File: config.mk
export PLATFORM = sky130hd
export DESIGN_NAME = lgge_row_rule
export DESIGN_NICKNAME = d
export VERILOG_FILES = /design/src/design/lgge_pkg.sv /design/src/design/lgge_row_rule.sv
export SDC_FILE = /design/constraint.sdc
export NUM_CORES = 1
export LEC_CHECK = 0
export BUFFER_PORTS_ARGS = -buffer_cell sky130_fd_sc_hd__buf_2
export CAP_MARGIN = 30
export CORE_AREA = 5 5 133 231
export DETAILED_ROUTE_END_ITERATION = 6
export DIE_AREA = 0 0 138 236
export PLACE_DENSITY_LB_ADDON = 0.25
export SYNTH_ARGS = -nofsm -noshare
export SYNTH_HDL_FRONTEND = slang
export SYNTH_SLANG_ARGS = --single-unit
File: constraint.sdc
create_clock -name vclk -period 4.2
set_clock_uncertainty 0.2 [all_clocks]
set_input_delay 0.84 -clock vclk [all_inputs]
set_output_delay 0.84 -clock vclk [all_outputs]
set_load 0.02 [all_outputs]
File: src/design/lgge_pkg.sv
// Shared types and constants for the Life grid generation engine.
// No dependencies; used by lgge_row_rule and life_grid_generation_engine.
package lgge_pkg;

  // Command codes of an input word
  typedef enum logic [1:0] {
    CMD_WRITE = 2'd0,
    CMD_READ  = 2'd1,
    CMD_STEP  = 2'd2,
    CMD_NOP   = 2'd3
  } cmd_e;

  // Configuration register indexes
  localparam logic [1:0] CfgColsIdx = 2'd0;
  localparam logic [1:0] CfgRowsIdx = 2'd1;

  localparam int                  DimRegW   = 7;
  localparam logic [DimRegW-1:0]  DimReset  = DimRegW'(64);

  // B3/S23 rule
  localparam logic [3:0] BirthCount   = 4'd3;
  localparam logic [3:0] SurviveCount = 4'd2;

  typedef enum logic [2:0] {
    ST_CLEAR,
    ST_IDLE,
    ST_CELL,
    ST_STEP,
    ST_DONE
  } state_e;

endpackage

File: src/design/lgge_row_rule.sv
// Next-generation rule for one full row of cells from three neighboring rows.
// Depends on lgge_pkg (rule counts).
module lgge_row_rule #(
  parameter int COLS = 64
) (
  input  logic [COLS-1:0] above_i,
  input  logic [COLS-1:0] center_i,
  input  logic [COLS-1:0] below_i,
  output logic [COLS-1:0] next_o
);

  always_comb begin
    logic [COLS+1:0] up_p;
    logic [COLS+1:0] mid_p;
    logic [COLS+1:0] dn_p;
    logic [3:0]      n;
    // dead cell padding on both edges
    up_p  = {1'b0, above_i, 1'b0};
    mid_p = {1'b0, center_i, 1'b0};
    dn_p  = {1'b0, below_i, 1'b0};
    n     = '0;
    next_o = '0;
    for (int c = 0; c < COLS; c++) begin
      n = 4'(up_p[c]) + 4'(up_p[c+1]) + 4'(up_p[c+2])
        + 4'(mid_p[c]) + 4'(mid_p[c+2])
        + 4'(dn_p[c]) + 4'(dn_p[c+1]) + 4'(dn_p[c+2]);
      next_o[c] = (n == lgge_pkg::BirthCount) ||
                  (mid_p[c+1] && (n == lgge_pkg::SurviveCount));
    end
  end

endmodule
==> metrics.txt <==
status=finished with violations; failing checks=negative setup slack; CP endpoint kind=output port; Slew Limit Fails=0; Vias=9352; grt total ovfl=0; Hold WC Path Type=primary input to output port; Die W=138 um; Ys Warns=0; Starting Density=0.376; Setup crit start kind=primary input; # nets final=2316; Hold Fails Final Rpt=0; total power=4820 uW; CP required=3.16 ns; Syn Inst Count=1197; antenna viol nets, final=0; seq_cells=0; Mean Syn Cell Area=8.95 um2; Fill cells=2491; share of layout cells above drive strength 1=0.535; I/O Pins=256; worst IR drop on VDD=193 uV; delay of the slowest critical-path stage=0.56 ns; Min Hold Slack=1.85 ns; first-pass GRT wire length=46.2 mm; Reg area=0 um2; largest net degree at the start of global routing=4; Synth cell types=14; RSZ-0062 raised after global routing=yes; Post-synth top cells=inv_1 (442), fa_1 (252), ha_1 (188); WP buf/inv=4; FMAX=215 MHz; post-synth top area share=0.471; # DRC=0; crit path cell chain=buf_8 > inv_4 > fa_1 > fa_1 > fa_1 > inv_1 > ha_2 > fa_2 > o21ai_2 > a21oi_2 > buf_6; total track usage=0.163; IO Port Bufs=256; initial antenna violation count=1; top cells by area, synth=fa_1 (47%), ha_1 (22%), inv_1 (15%); area of the mapped netlist=10700 um2; vias in the first global route=10800; WP data arrival=3.60 ns; Die Height=236 um; area of the die=32600 um2; Crit Path Max Fanout=2; fin worst setup slack=-0.443 ns; CTS Hold Buffers Added=0; crit path max-delay cell type=fa_1; Post-Syn Nets=1829; Final Non-Filler Cells=2061; Leakage=0.00855 uW; vias per cell=4.54; Period minus WS final=4.64 ns; total routed wirelength=26.4 mm; Layout clock buffers=0; Row Count=82; Worst-Margin Slew=0.326 ns; Place WS=-0.586 ns; largest area contributor in the netlist=fa_1; fin crit share=1.11; Syn-to-layout area delta=57.4%; per-cell routed wire length=12.8 um; Power Dens Cells=286 nW/um2; RePlAce Congestion=0.835; max_cap viols=0; critical path class=primary input to output port; DP HPWL=24.2 mm; Crit path top cell by count=fa_1; Iter 0 DRT Violations=88; core area=28500 um2; Pre-antenna DRT Iters=4; Final Setup Violations=62; register area share after synthesis=0; post-placement cell count=2038; most common cell in the netlist=inv_1; Slew headroom=0.780; Worst path top cell family by delay=adder cells
[area by class of cell]
cell class	instances	area (um2)	area share
diodes	1	2.50	0.000148
inverters	442	1840	0.109
multi-input cells	755	10400	0.618
well taps	378	473	0.0280
repair buffers	485	4120	0.244
[where the power goes]
part | switching [uW] | internal [uW]
registers | 0 | 0
clock network | 0 | 0.0000318
logic | 2430 | 2380
[stage by stage]
step | utilization | setup TNS, ns | area, um2
2_1_floorplan | - | -12.48 | 11500
3_3_place_gp | 0.519 | -29.39 | 14800
3_5_place_dp | 0.519 | -30.79 | 14800
4_1_cts | 0.574 | -23.94 | 16400
5_1_grt | 0.591 | -27.07 | 16900
6_report | 0.591 | -21.76 | 16900
[worst min-delay path: cells and delay by family]
family	cells	cell delay [ns]
AOI/OAI and AO/OA	2	0.17
buffers and inverters	2	0.20
[final timing paths]
kind	startpoint	to	slack [ns]	cells past startpoint
worst max-delay path	above_i[56]	next_o[56]	-0.44	11
worst min-delay path	center_i[13]	next_o[13]	1.85	4
[cell usage in the layout (no fill, tap or decap)]
cell type	n
inv_1	301
buf_4	240
fa_1	190
ha_1	128
buf_6	103
buf_2	97
inv_2	78
fa_2	62
a21oi_1	61
nand3_1	61
inv_4	57
o21ai_2	49
a21oi_4	45
buf_8	45
or2_4	41
ha_2	39
ha_4	21
a21oi_2	16
or2_1	14
o21ai_1	11
or2_0	6
inv_6	5
nor2_1	4
nor3b_1	2
diode_2	1
nand2_1	1
nor2b_1	1
a31oi_1	1
nor3_2	1
inv_12	1
o21ai_0	1
[what timing repair did]
item / CTS / global route
setup endpoints to repair: 62 / 62
gates cloned: 0 / 0
gates resized for setup: 521 / 142
buffers inserted: 17 / 5
pin swaps: 191 / 99
[cells by family (layout without fill, tap and decap cells)]
logic type / after synthesis / in the layout / share of synthesized area
and+or+nand+nor: 131 / 131 / 0.0683
buffers and inverters: 442 / 927 / 0.155
AOI/OAI and AO/OA: 184 / 184 / 0.0861
other: 0 / 1 / 0
adders and majority gates: 440 / 440 / 0.691
[routing by layer]
metal | wire length (um) | track usage
met3 | 926 | 0.0188
met5 | 0 | 0
met2 | 16200 | 0.352
met1 | 8890 | 0.165
met4 | 403 | 0.0204
(Power assumes the default switching activity.)
